--- src/bfle_pkg.sv ---
// shared constants, codes and controller/datapath types for the byte fifo line extractor
`timescale 1ns / 1ps
package bfle_pkg;

  localparam int DEF_FIFO_DEPTH = 256;
  localparam int DEF_MAX_LINE   = 64;

  localparam int OP_W   = 3;
  localparam int BYTE_W = 8;
  localparam int STS_W  = 2;
  localparam int LEN_W  = 6;
  localparam int CFG_W  = 7;

  localparam logic [CFG_W-1:0]  CFG_LEN_RESET = 7'd64;
  localparam logic [CFG_W-1:0]  CFG_LEN_MIN   = 7'd2;
  localparam logic [BYTE_W-1:0] CH_CR = 8'h0D;
  localparam logic [BYTE_W-1:0] CH_LF = 8'h0A;

  // operation codes
  localparam logic [OP_W-1:0] OP_WRITE  = 3'd0;
  localparam logic [OP_W-1:0] OP_READ   = 3'd1;
  localparam logic [OP_W-1:0] OP_LINE   = 3'd2;
  localparam logic [OP_W-1:0] OP_CLEAR  = 3'd3;
  localparam logic [OP_W-1:0] OP_STATUS = 3'd4;

  // result status codes
  localparam logic [STS_W-1:0] ST_OK      = 2'd0;
  localparam logic [STS_W-1:0] ST_FULL    = 2'd1;
  localparam logic [STS_W-1:0] ST_EMPTY   = 2'd2;
  localparam logic [STS_W-1:0] ST_NO_LINE = 2'd3;

  // controller -> datapath
  typedef struct packed {
    logic              in_ready;
    logic              load;
    logic              wr_byte;
    logic              clr;
    logic              rd_cur;
    logic              rd_nxt;
    logic              pop;
    logic              hold;
    logic              len_inc;
    logic              emit_char;
    logic              emit_final;
    logic              set_code;
    logic [STS_W-1:0]  code;
  } cmd_t;

  // datapath -> controller
  typedef struct packed {
    logic              in_valid;
    logic [OP_W-1:0]   op;
    logic              full;
    logic              empty;
    logic              line_none;
    logic              dout_cr;
    logic              dout_lf;
    logic              last_char;
    logic              one_left;
    logic              held_valid;
    logic              out_free;
  } sts_t;

endpackage

--- src/bfle_if.sv ---
// valid/ready channel interfaces for operations in and results out
`timescale 1ns / 1ps
interface bfle_in_if;
  logic                         valid;
  logic                         ready;
  logic [bfle_pkg::OP_W-1:0]    opcode;
  logic [bfle_pkg::BYTE_W-1:0]  byte_in;

  modport source (output valid, output opcode, output byte_in, input ready);
  modport sink   (input valid, input opcode, input byte_in, output ready);
endinterface

interface bfle_out_if #(
  parameter int FILL_W = 9
);
  logic                         valid;
  logic                         ready;
  logic [bfle_pkg::STS_W-1:0]   status;
  logic [bfle_pkg::BYTE_W-1:0]  byte_out;
  logic                         byte_valid;
  logic                         last;
  logic [bfle_pkg::LEN_W-1:0]   line_length;
  logic [FILL_W-1:0]            fill_level;
  logic                         is_empty;
  logic                         is_full;
  logic                         line_pending;

  modport source (output valid, output status, output byte_out, output byte_valid,
                  output last, output line_length, output fill_level, output is_empty,
                  output is_full, output line_pending, input ready);
  modport sink   (input valid, input status, input byte_out, input byte_valid,
                  input last, input line_length, input fill_level, input is_empty,
                  input is_full, input line_pending, output ready);
endinterface

--- src/byte_fifo_line_extractor.sv ---
// top level of the byte fifo line extractor: sequencer plus datapath
`timescale 1ns / 1ps
// circular byte fifo with a line reader
// in_ch carries one operation per transaction: write byte, read byte, read line,
// clear or status query (unused opcodes act as a status query). out_ch returns
// one result per transaction for every operation but read line, which returns
// one result per line character, the final one flagged by last and carrying
// line_length; every result reports fill level, empty, full and line-pending.
// cfg_we/cfg_data set the line buffer length (taken as 2..MAX_LINE); write it
// only while no operation is in flight.
// timing: the sequencer handles one operation at a time. write, clear and status
// pass from acceptance through the decide and result states, a byte read also
// through a pop state for the registered store read, a line read through the
// line pop state per byte popped (terminator included) and an lf check after a
// cr; the next operation is accepted the cycle after the final result loads.
// the single output register holds a result until out_ch.ready; while it is
// held the sequencer waits, a line read may still consume its terminator but
// pops no further character.
// reset (rst, synchronous) empties the fifo and restores a line length of 64;
// store contents are left as they are and need no clearing pass.
module byte_fifo_line_extractor #(
  parameter int FIFO_DEPTH = bfle_pkg::DEF_FIFO_DEPTH,
  parameter int MAX_LINE   = bfle_pkg::DEF_MAX_LINE
) (
  input  logic                        clk,
  input  logic                        rst,
  bfle_in_if.sink                     in_ch,
  bfle_out_if.source                  out_ch,
  input  logic                        cfg_we,
  input  logic [bfle_pkg::CFG_W-1:0]  cfg_data
);

  // command and status bundles between sequencer and datapath
  bfle_pkg::cmd_t cmd;
  bfle_pkg::sts_t sts;

  // operation sequencer
  bfle_ctrl u_ctrl (
    .clk (clk),
    .rst (rst),
    .sts (sts),
    .cmd (cmd)
  );

  // store, pointers, counters and output register
  bfle_dp #(
    .FIFO_DEPTH (FIFO_DEPTH),
    .MAX_LINE   (MAX_LINE)
  ) u_dp (
    .clk      (clk),
    .rst      (rst),
    .in_ch    (in_ch),
    .out_ch   (out_ch),
    .cfg_we   (cfg_we),
    .cfg_data (cfg_data),
    .cmd      (cmd),
    .sts      (sts)
  );

endmodule

--- src/bfle_ctrl.sv ---
// operation sequencer for the byte fifo line extractor
`timescale 1ns / 1ps
module bfle_ctrl (
  input  logic           clk,
  input  logic           rst,
  input  bfle_pkg::sts_t sts,
  output bfle_pkg::cmd_t cmd
);

  typedef enum logic [5:0] {
    S_IDLE     = 6'b000001,
    S_DECIDE   = 6'b000010,
    S_RD_POP   = 6'b000100,
    S_LINE_POP = 6'b001000,
    S_LINE_LF  = 6'b010000,
    S_RESULT   = 6'b100000
  } state_t;

  state_t state, state_next;

  always_ff @(posedge clk) begin
    if (rst) begin
      state <= S_IDLE;
    end else begin
      state <= state_next;
    end
  end

  always_comb begin
    cmd        = '0;
    cmd.code   = bfle_pkg::ST_OK;
    state_next = state;
    unique case (state)
      S_IDLE: begin
        cmd.in_ready = 1'b1;
        if (sts.in_valid) begin
          cmd.load   = 1'b1;
          state_next = S_DECIDE;
        end
      end
      S_DECIDE: begin
        state_next = S_RESULT;
        priority if (sts.op == bfle_pkg::OP_WRITE) begin
          if (sts.full) begin
            cmd.set_code = 1'b1;
            cmd.code     = bfle_pkg::ST_FULL;
          end else begin
            cmd.wr_byte = 1'b1;
          end
        end else if (sts.op == bfle_pkg::OP_READ) begin
          if (sts.empty) begin
            cmd.set_code = 1'b1;
            cmd.code     = bfle_pkg::ST_EMPTY;
          end else begin
            cmd.rd_cur = 1'b1;
            state_next = S_RD_POP;
          end
        end else if (sts.op == bfle_pkg::OP_LINE) begin
          if (sts.line_none) begin
            cmd.set_code = 1'b1;
            cmd.code     = bfle_pkg::ST_NO_LINE;
          end else begin
            cmd.rd_cur = 1'b1;
            state_next = S_LINE_POP;
          end
        end else if (sts.op == bfle_pkg::OP_CLEAR) begin
          cmd.clr = 1'b1;
        end else begin
          // status query and unused codes: report only
        end
      end
      S_RD_POP: begin
        cmd.pop    = 1'b1;
        cmd.hold   = 1'b1;
        state_next = S_RESULT;
      end
      S_LINE_POP: begin
        priority if (sts.dout_cr) begin
          cmd.pop = 1'b1;
          if (sts.one_left) begin
            state_next = S_RESULT;
          end else begin
            cmd.rd_nxt = 1'b1;
            state_next = S_LINE_LF;
          end
        end else if (sts.dout_lf) begin
          cmd.pop    = 1'b1;
          state_next = S_RESULT;
        end else if (!sts.held_valid || sts.out_free) begin
          // previous character goes out once we know it is not the last
          cmd.pop       = 1'b1;
          cmd.hold      = 1'b1;
          cmd.len_inc   = 1'b1;
          cmd.emit_char = sts.held_valid;
          if (sts.last_char || sts.one_left) begin
            state_next = S_RESULT;
          end else begin
            cmd.rd_nxt = 1'b1;
          end
        end else begin
          // output stalled: hold everything
        end
      end
      S_LINE_LF: begin
        cmd.pop    = sts.dout_lf;
        state_next = S_RESULT;
      end
      S_RESULT: begin
        if (sts.out_free) begin
          cmd.emit_final = 1'b1;
          state_next     = S_IDLE;
        end
      end
      default: begin
        state_next = S_IDLE;
      end
    endcase
  end

  // a byte leaves the store only in the pop states
  assert property (@(posedge clk) disable iff (rst)
    cmd.pop |-> (state == S_RD_POP || state == S_LINE_POP || state == S_LINE_LF))
    else $error("pop outside a pop state");

  // a new transaction is taken only when the previous one has fully retired
  assert property (@(posedge clk) disable iff (rst)
    cmd.load |-> $past(state == S_RESULT || state == S_IDLE))
    else $error("transaction accepted while busy");

  // a line read that reaches the lf check ends in the final result state
  assert property (@(posedge clk) disable iff (rst)
    (state == S_LINE_LF) |=> (state == S_RESULT))
    else $error("lf check did not finish the line");

endmodule

--- src/bfle_dp.sv ---
// byte store, pointers, counters, line registers and output register
`timescale 1ns / 1ps
module bfle_dp #(
  parameter int FIFO_DEPTH = bfle_pkg::DEF_FIFO_DEPTH,
  parameter int MAX_LINE   = bfle_pkg::DEF_MAX_LINE,
  localparam int PTR_W = (FIFO_DEPTH > 1) ? $clog2(FIFO_DEPTH) : 1,
  localparam int CNT_W = $clog2(FIFO_DEPTH + 1)
) (
  input  logic                        clk,
  input  logic                        rst,
  bfle_in_if.sink                     in_ch,
  bfle_out_if.source                  out_ch,
  input  logic                        cfg_we,
  input  logic [bfle_pkg::CFG_W-1:0]  cfg_data,
  input  bfle_pkg::cmd_t              cmd,
  output bfle_pkg::sts_t              sts
);

  localparam int CMP_W = (CNT_W > bfle_pkg::LEN_W) ? CNT_W : bfle_pkg::LEN_W;
  localparam logic [bfle_pkg::CFG_W-1:0] CFG_LEN_MAX = bfle_pkg::CFG_W'(MAX_LINE);
  localparam logic [PTR_W-1:0] PTR_LAST = PTR_W'(FIFO_DEPTH - 1);
  localparam logic [CNT_W-1:0] CNT_FULL = CNT_W'(FIFO_DEPTH);

  logic [bfle_pkg::BYTE_W-1:0] mem [FIFO_DEPTH];
  logic [bfle_pkg::BYTE_W-1:0] dout;

  logic [bfle_pkg::CFG_W-1:0]  cfg_len;
  logic [bfle_pkg::OP_W-1:0]   op;
  logic [bfle_pkg::BYTE_W-1:0] byte_l;
  logic [PTR_W-1:0]            wptr, rptr;
  logic [CNT_W-1:0]            count, tc;
  logic [bfle_pkg::BYTE_W-1:0] held;
  logic                        held_valid;
  logic [bfle_pkg::LEN_W-1:0]  len;
  logic [bfle_pkg::STS_W-1:0]  code;

  logic                        out_valid;
  logic [bfle_pkg::STS_W-1:0]  o_status;
  logic [bfle_pkg::BYTE_W-1:0] o_byte;
  logic                        o_byte_valid, o_last;
  logic [bfle_pkg::LEN_W-1:0]  o_len;
  logic [CNT_W-1:0]            o_fill;
  logic                        o_empty, o_full, o_pending;

  logic [bfle_pkg::CFG_W-1:0]  len_clamped;
  logic [bfle_pkg::LEN_W-1:0]  win;
  logic [PTR_W-1:0]            wptr_nxt, rptr_nxt;
  logic                        out_free, dout_term, byte_term;

  assign len_clamped = (cfg_len < bfle_pkg::CFG_LEN_MIN) ? bfle_pkg::CFG_LEN_MIN :
                       (cfg_len > CFG_LEN_MAX) ? CFG_LEN_MAX : cfg_len;
  assign win       = bfle_pkg::LEN_W'(len_clamped - 1'b1);
  assign wptr_nxt  = (wptr == PTR_LAST) ? '0 : wptr + 1'b1;
  assign rptr_nxt  = (rptr == PTR_LAST) ? '0 : rptr + 1'b1;
  assign out_free  = !out_valid || out_ch.ready;
  assign dout_term = (dout == bfle_pkg::CH_CR) || (dout == bfle_pkg::CH_LF);
  assign byte_term = (byte_l == bfle_pkg::CH_CR) || (byte_l == bfle_pkg::CH_LF);

  always_comb begin
    sts.in_valid   = in_ch.valid;
    sts.op         = op;
    sts.full       = (count == CNT_FULL);
    sts.empty      = (count == '0);
    sts.line_none  = (CMP_W'(count) < CMP_W'(win)) && (tc == '0);
    sts.dout_cr    = (dout == bfle_pkg::CH_CR);
    sts.dout_lf    = (dout == bfle_pkg::CH_LF);
    sts.last_char  = ((len + 1'b1) == win);
    sts.one_left   = (count == CNT_W'(1));
    sts.held_valid = held_valid;
    sts.out_free   = out_free;
  end

  assign in_ch.ready = cmd.in_ready;

  // store: one write port, one registered read port
  always_ff @(posedge clk) begin
    if (cmd.wr_byte) begin
      mem[wptr] <= byte_l;
    end
    if (cmd.rd_cur || cmd.rd_nxt) begin
      dout <= mem[cmd.rd_nxt ? rptr_nxt : rptr];
    end
  end

  always_ff @(posedge clk) begin
    if (rst) begin
      cfg_len <= bfle_pkg::CFG_LEN_RESET;
    end else if (cfg_we) begin
      cfg_len <= cfg_data;
    end
  end

  always_ff @(posedge clk) begin
    if (rst) begin
      wptr  <= '0;
      rptr  <= '0;
      count <= '0;
      tc    <= '0;
    end else begin
      priority if (cmd.clr) begin
        wptr  <= '0;
        rptr  <= '0;
        count <= '0;
        tc    <= '0;
      end else if (cmd.wr_byte) begin
        wptr  <= wptr_nxt;
        count <= count + 1'b1;
        if (byte_term) begin
          tc <= tc + 1'b1;
        end
      end else if (cmd.pop) begin
        rptr  <= rptr_nxt;
        count <= count - 1'b1;
        if (dout_term && (tc != '0)) begin
          tc <= tc - 1'b1;
        end
      end else begin
        // no change
      end
    end
  end

  // per-transaction registers
  always_ff @(posedge clk) begin
    if (rst) begin
      held_valid <= 1'b0;
    end else if (cmd.load) begin
      held_valid <= 1'b0;
    end else if (cmd.hold) begin
      held_valid <= 1'b1;
    end
  end

  always_ff @(posedge clk) begin
    if (cmd.load) begin
      op     <= in_ch.opcode;
      byte_l <= in_ch.byte_in;
      held   <= '0;
      len    <= '0;
      code   <= bfle_pkg::ST_OK;
    end else begin
      if (cmd.hold) begin
        held <= dout;
      end
      if (cmd.len_inc) begin
        len <= len + 1'b1;
      end
      if (cmd.set_code) begin
        code <= cmd.code;
      end
    end
  end

  // output register
  always_ff @(posedge clk) begin
    if (rst) begin
      out_valid <= 1'b0;
    end else if (cmd.emit_char || cmd.emit_final) begin
      out_valid <= 1'b1;
    end else if (out_ch.ready) begin
      out_valid <= 1'b0;
    end
  end

  always_ff @(posedge clk) begin
    if (cmd.emit_char || cmd.emit_final) begin
      o_status     <= cmd.emit_final ? code : bfle_pkg::ST_OK;
      o_byte       <= held;
      o_byte_valid <= cmd.emit_final ? held_valid : 1'b1;
      o_last       <= cmd.emit_final;
      o_len        <= cmd.emit_final ? len : '0;
      o_fill       <= count;
      o_empty      <= (count == '0);
      o_full       <= (count == CNT_FULL);
      o_pending    <= (tc != '0);
    end
  end

  assign out_ch.valid        = out_valid;
  assign out_ch.status       = o_status;
  assign out_ch.byte_out     = o_byte;
  assign out_ch.byte_valid   = o_byte_valid;
  assign out_ch.last         = o_last;
  assign out_ch.line_length  = o_len;
  assign out_ch.fill_level   = o_fill;
  assign out_ch.is_empty     = o_empty;
  assign out_ch.is_full      = o_full;
  assign out_ch.line_pending = o_pending;

  assert property (@(posedge clk) disable iff (rst) count <= CNT_FULL)
    else $error("fill count above depth");

  assert property (@(posedge clk) disable iff (rst) tc <= count)
    else $error("terminator count above fill count");

  assert property (@(posedge clk) disable iff (rst)
    (count == '0 || count == CNT_FULL) |-> (rptr == wptr))
    else $error("pointers disagree with fill count");

  assert property (@(posedge clk) disable iff (rst)
    (cmd.emit_char || cmd.emit_final) |-> out_free)
    else $error("result written over a waiting result");

endmodule

--- src/flat_wrapper.sv ---
// flat-port wrapper written by rule: the top's interface ports become plain ports
module byte_fifo_line_extractor_flat 
#(
  parameter int FIFO_DEPTH = bfle_pkg::DEF_FIFO_DEPTH,
  parameter int MAX_LINE   = bfle_pkg::DEF_MAX_LINE
)
  (clk, rst, cfg_we, cfg_data, in_ch_valid, in_ch_opcode, in_ch_byte_in, in_ch_ready, out_ch_valid, out_ch_status, out_ch_byte_out, out_ch_byte_valid, out_ch_last, out_ch_line_length, out_ch_fill_level, out_ch_is_empty, out_ch_is_full, out_ch_line_pending, out_ch_ready);
  bfle_in_if in_ch_i ();
  bfle_out_if #(.FILL_W(9)) out_ch_i ();
  input  logic clk;
  input  logic rst;
  input  logic cfg_we;
  input  logic [bfle_pkg::CFG_W-1:0] cfg_data;
  input wire logic [$bits(in_ch_i.valid)-1:0] in_ch_valid;
  input wire logic [$bits(in_ch_i.opcode)-1:0] in_ch_opcode;
  input wire logic [$bits(in_ch_i.byte_in)-1:0] in_ch_byte_in;
  output wire logic [$bits(in_ch_i.ready)-1:0] in_ch_ready;
  output wire logic [$bits(out_ch_i.valid)-1:0] out_ch_valid;
  output wire logic [$bits(out_ch_i.status)-1:0] out_ch_status;
  output wire logic [$bits(out_ch_i.byte_out)-1:0] out_ch_byte_out;
  output wire logic [$bits(out_ch_i.byte_valid)-1:0] out_ch_byte_valid;
  output wire logic [$bits(out_ch_i.last)-1:0] out_ch_last;
  output wire logic [$bits(out_ch_i.line_length)-1:0] out_ch_line_length;
  output wire logic [$bits(out_ch_i.fill_level)-1:0] out_ch_fill_level;
  output wire logic [$bits(out_ch_i.is_empty)-1:0] out_ch_is_empty;
  output wire logic [$bits(out_ch_i.is_full)-1:0] out_ch_is_full;
  output wire logic [$bits(out_ch_i.line_pending)-1:0] out_ch_line_pending;
  input wire logic [$bits(out_ch_i.ready)-1:0] out_ch_ready;
  assign in_ch_i.valid = in_ch_valid;
  assign in_ch_i.opcode = in_ch_opcode;
  assign in_ch_i.byte_in = in_ch_byte_in;
  assign in_ch_ready = in_ch_i.ready;
  assign out_ch_valid = out_ch_i.valid;
  assign out_ch_status = out_ch_i.status;
  assign out_ch_byte_out = out_ch_i.byte_out;
  assign out_ch_byte_valid = out_ch_i.byte_valid;
  assign out_ch_last = out_ch_i.last;
  assign out_ch_line_length = out_ch_i.line_length;
  assign out_ch_fill_level = out_ch_i.fill_level;
  assign out_ch_is_empty = out_ch_i.is_empty;
  assign out_ch_is_full = out_ch_i.is_full;
  assign out_ch_line_pending = out_ch_i.line_pending;
  assign out_ch_i.ready = out_ch_ready;
  byte_fifo_line_extractor #(.FIFO_DEPTH(FIFO_DEPTH), .MAX_LINE(MAX_LINE)) u_core (.clk(clk), .rst(rst), .in_ch(in_ch_i), .out_ch(out_ch_i), .cfg_we(cfg_we), .cfg_data(cfg_data));
endmodule
--- config.mk ---
export PLATFORM = sky130hd
export DESIGN_NAME = byte_fifo_line_extractor_flat
export DESIGN_NICKNAME = d
export VERILOG_FILES = /design/src/bfle_pkg.sv /design/src/bfle_if.sv /design/src/byte_fifo_line_extractor.sv /design/src/bfle_ctrl.sv /design/src/bfle_dp.sv /design/src/flat_wrapper.sv
export SDC_FILE = /design/constraint.sdc
export NUM_CORES = 2
export LEC_CHECK = 0
export BUFFER_PORTS_ARGS = -buffer_cell sky130_fd_sc_hd__buf_2
export CAP_MARGIN = 15
export CORE_MARGIN = 4
export CORE_UTILIZATION = 60
export DETAILED_ROUTE_END_ITERATION = 16
export PLACE_DENSITY = 0.76
export SLEW_MARGIN = 10
export SYNTH_ARGS = -nofsm -noshare
export SYNTH_HDL_FRONTEND = slang
export SYNTH_SLANG_ARGS = --single-unit
--- constraint.sdc ---
create_clock -name clk -period 6.7 [get_ports clk]
set_input_delay 1.34 -clock clk [delete_from_list [all_inputs] [get_ports clk]]
set_output_delay 1.34 -clock clk [all_outputs]
set_load 0.03 [all_outputs]
==> results.txt <==
The flow ran to the end, and the final reports show no timing, DRC or antenna violations. The netlist uses 75 different library cells. The wire length per cell came out at 28.03 um. After detailed routing, the number of remaining DRC violations is 0.

For this design the static power due to leakage is 32.57 nW. The setup path with the least slack is of type flop to flop. In the synthesized netlist the async set-or-reset flop fraction comes to 0%.

Dividing the synthesized area by the synthesized cell count gives 13.61 sq um. Count of port buffers added during placement: 54. The floorplan has 138 rows. The HPWL after detailed placement is 142,000 um.

Clock-pin slew was measured on the worst setup and hold paths at 0.06 ns. Entering global routing, the biggest net connects 182 pins. Insertion delay of the later-clocked pin in the worst-skew pair: 0.85 ns. The initial antenna violation count was 11. The worst setup path is launched from a flop.

From left edge to right edge, the die measures 386.8 um. The first TritonRoute pass finished after 6 iterations. Global routing used 31.17% of the available tracks across all layers. The first global-routing pass estimated 349,900 um of wire. The final period utilization is 92.60%. Class of the tightest hold or removal check: flop to flop. The logs give 8,115 for the starting DRC count in detailed routing and 74.66% for the sequential fraction of the synthesis area. The last weighted congestion value of the routability-driven placer was 0.9530; the required time at the worst-slack endpoint was 7.42 ns. For the worst setup path, the data arrival time is 6.92 ns. On the final layout, the worst clock skew is 0.02791 ns. The residual overflow from global routing is 0, and the number of buffers created by CTS is 202. The tools report the root cell of the clock tree as clkbuf_16.

Counting every instance in the synthesized netlist gives 6,327. The post-route netlist has 9.538% of its cells at a drive strength greater than 1. Yosys printed 0 warnings.

The core area was 142,100 sq um; the headroom to the max-slew limit was 16.78%. The routed design has 237,500 um of wire. In the routed layout, each cell is associated on average with a via count of 6.649. The largest fanout of any net on the critical path is 39. Based on the critical path, the design can be clocked at up to 161.2 MHz. The accumulated negative setup slack was 0 ns; the die footprint was 149,600 sq um.

TritonCTS built the clock tree. Among all flip-flop cells after synthesis, the most frequent one is edfxtp_1. Cells fill 67.25% of the core in the end. For met3 alone, demand over resource in global routing was 8.442%. The die is 386.8 um tall. The run gives 55 as the number of placed I/O pins. Power spread over the standard cell area amounts to 276.5 nW/um^2. The completed layout was analyzed and its total power is 26.43 mW. Setup repair after global routing left no endpoint under its margin. For the via count of the first global-routing pass, the log shows 53.82k. The met1 usage in global routing came out at 42.58%. Final number of hold-violating endpoints: 0.

Once the floorplan was initialized, standard cells occupied 60.58% of the core. Count of cells resized by post-cts repair: 0. The final route contains 56.32k vias.

After clock tree synthesis, the flow added hold-fix buffers numbering 0. The logs give 86,080 sq um for the post-synthesis instance area and 6,373 for the post-synth net total. In the final design database the tool counted 6,455 nets. Max-cap violations in this run came to 0.

The kind of end point of the critical path is a flop. Number of synthesized register bits: 2,162. The H-tree was split into 4 levels. For met2 alone, demand over resource in global routing was 47.16%. The busiest layer in global routing is met2.

Compared with the post-synthesis result, the final layout area differs by 11.02%. Final-report max-slew violation count: 0. Setup violations remaining at the end of the flow were counted as 0. For the antenna violation net count after detailed routing, the log shows 0.

In this run, synthesis inferred 2,097 flip-flops with an integrated enable. The worst path in the final design needs a cycle of 6.204 ns, including I/O delays and setup. The clock passes through at most 3 buffers. CTS saw 2,162 sinks.

VDD sags by at most 0.2379 mV. For the pin with the worst max-slew slack, the measured transition is 1.237 ns. Once the clock tree was built, the setup fixing pass inserted 0 buffers. The final-layout worst hold slack is 0.4386 ns.
layout by cell type, fill, tap and decap left out, drive strengths merged, types with 9 or more instances in the layout:
cell type  count
bufinv         9
a21o          45
o22ai         70
edfxtp      2097
buf          298
nor3          22
a21oi        128
clkinv        84
o211ai        54
or4           33
ha            22
nand4         75
a32oi        117
inv           29
nand3        348
and2          13
nor2b         12
mux2i        162
nand2       1511
nor2         343
xnor2         23
a211oi       130
dfxtp         65
a31oi        264
o21ai         26
nor4          49
clkbuf       266
xor2          16
and3         178
flip-flops by register name, summed over array words and instances (netlist names):
register,flops
u_core.u_ctrl.state,6
u_core.u_dp.byte_l,8
u_core.u_dp.cfg_len,7
u_core.u_dp.code,2
u_core.u_dp.count,9
u_core.u_dp.dout,8
u_core.u_dp.held,8
u_core.u_dp.held_valid,1
u_core.u_dp.len,6
u_core.u_dp.mem,2048
u_core.u_dp.op,3
u_core.u_dp.out_ch.byte_out,8
u_core.u_dp.out_ch.byte_valid,1
u_core.u_dp.out_ch.fill_level,9
u_core.u_dp.out_ch.is_empty,1
u_core.u_dp.out_ch.is_full,1
u_core.u_dp.out_ch.last,1
u_core.u_dp.out_ch.line_length,6
u_core.u_dp.out_ch.line_pending,1
u_core.u_dp.out_ch.status,2
u_core.u_dp.out_ch.valid,1
u_core.u_dp.rptr,8
u_core.u_dp.tc,9
u_core.u_dp.wptr,8
cells in the mapped netlist, types with 5 or more instances:
cell type | number | area share, %
o211ai_1 | 54 | 0.47
nand3_1 | 346 | 2.0
xor2_1 | 15 | 0.15
inv_1 | 23 | 0.10
nand4_1 | 75 | 0.55
edfxtp_1 | 2097 | 73
nor3_1 | 22 | 0.13
or2_2 | 5 | 0.036
buf_4 | 47 | 0.41
or4_1 | 31 | 0.27
a21o_1 | 45 | 0.39
or3_1 | 5 | 0.036
mux2i_1 | 162 | 1.9
nand2_1 | 1509 | 6.6
dfxtp_1 | 65 | 1.5
clkbuf_1 | 170 | 0.74
buf_2 | 155 | 0.90
nand3b_1 | 5 | 0.044
ha_1 | 22 | 0.32
a31oi_1 | 264 | 1.9
o21ai_0 | 18 | 0.10
xnor2_1 | 23 | 0.23
buf_6 | 6 | 0.078
and3_1 | 178 | 1.3
nor2b_1 | 12 | 0.087
a221oi_1 | 5 | 0.051
o22ai_1 | 70 | 0.51
buf_1 | 42 | 0.18
nor2_1 | 342 | 1.5
a211oi_1 | 130 | 1.1
a32oi_1 | 117 | 1.2
a21oi_1 | 128 | 0.74
o41ai_1 | 8 | 0.081
nor4_1 | 47 | 0.34
and2_1 | 12 | 0.087
final timing paths:
kind                                              from  slack [ns]                             end  cells after the start
worst max register to register  u_core.u_dp.cfg_len[2]        0.50             u_core.u_dp.dout[6]                     20
worst min-delay path               u_core.u_dp.held[0]        0.44  u_core.u_dp.out_ch.byte_out[0]                      0
worst max-delay path            u_core.u_dp.cfg_len[2]        0.50             u_core.u_dp.dout[6]                     20
worst min register to register     u_core.u_dp.held[0]        0.44  u_core.u_dp.out_ch.byte_out[0]                      0
cell families after synthesis:
family / share of synthesized area (%)
muxes: 1.897
DFF: 74.66
xor gates and xnor gates: 0.4055
AOI/OAI and AO/OA: 7.054
and+or+nand+nor: 13.22
adders and majority gates: 0.3430
buffers and inverters: 2.414
layer usage:
metal / share of wire [%] / wire length (um)
met4: 5.2 / 12230
met1: 36 / 84460
met5: 0.013 / 31
met2: 46 / 108600
met3: 14 / 32180
worst max-delay path: stages, from the launching register on:
cell,delay (ns)
dfxtp_1,0.38
nor4_1,0.38
a21oi_1,0.16
inv_1,0.10
ha_1,0.26
xor2_1,0.13
o221ai_1,0.13
a211oi_1,0.21
and4b_1,0.36
a21boi_4,0.14
o21ai_4,0.80
and2_4,0.46
buf_12,0.25
buf_12,0.25
nand2_1,0.09
a31oi_1,0.36
o211ai_1,0.14
nor4_1,0.90
buf_4,0.23
or4_1,0.17
or4_1,0.13
final cells by class:
class / count / area [sq um]
Antenna cell: 7 / 17.52
Clock buffer: 266 / 5451
Clock inverter: 103 / 834.6
Fill cell: 9375 / 46540
Inverter: 23 / 86.33
Multi-Input combinational cell: 3722 / 19890
Sequential cell: 2162 / 64270
Tap cell: 1890 / 2365
Timing Repair Buffer: 298 / 2653
where the power goes:
part / switching (mW) / internal, mW
combinational: 0.406 / 0.0442
clock: 4.91 / 6.07
sequential: 0.0220 / 15.0
total: 5.34 / 21.1
per-stage QoR:
step / instances / instance area [sq um] / worst slack, ns
2_1_floorplan: 6327 / 86080 / 1.670
3_3_place_gp: 8095 / 89250 / 0.4743
3_5_place_dp: 8095 / 89250 / 0.3822
4_1_cts: 8464 / 95540 / 0.6623
5_1_grt: 8464 / 95550 / 0.3493
6_report: 8471 / 95570 / 0.4961
No activity file was read; power rests on OpenSTA's default activity.
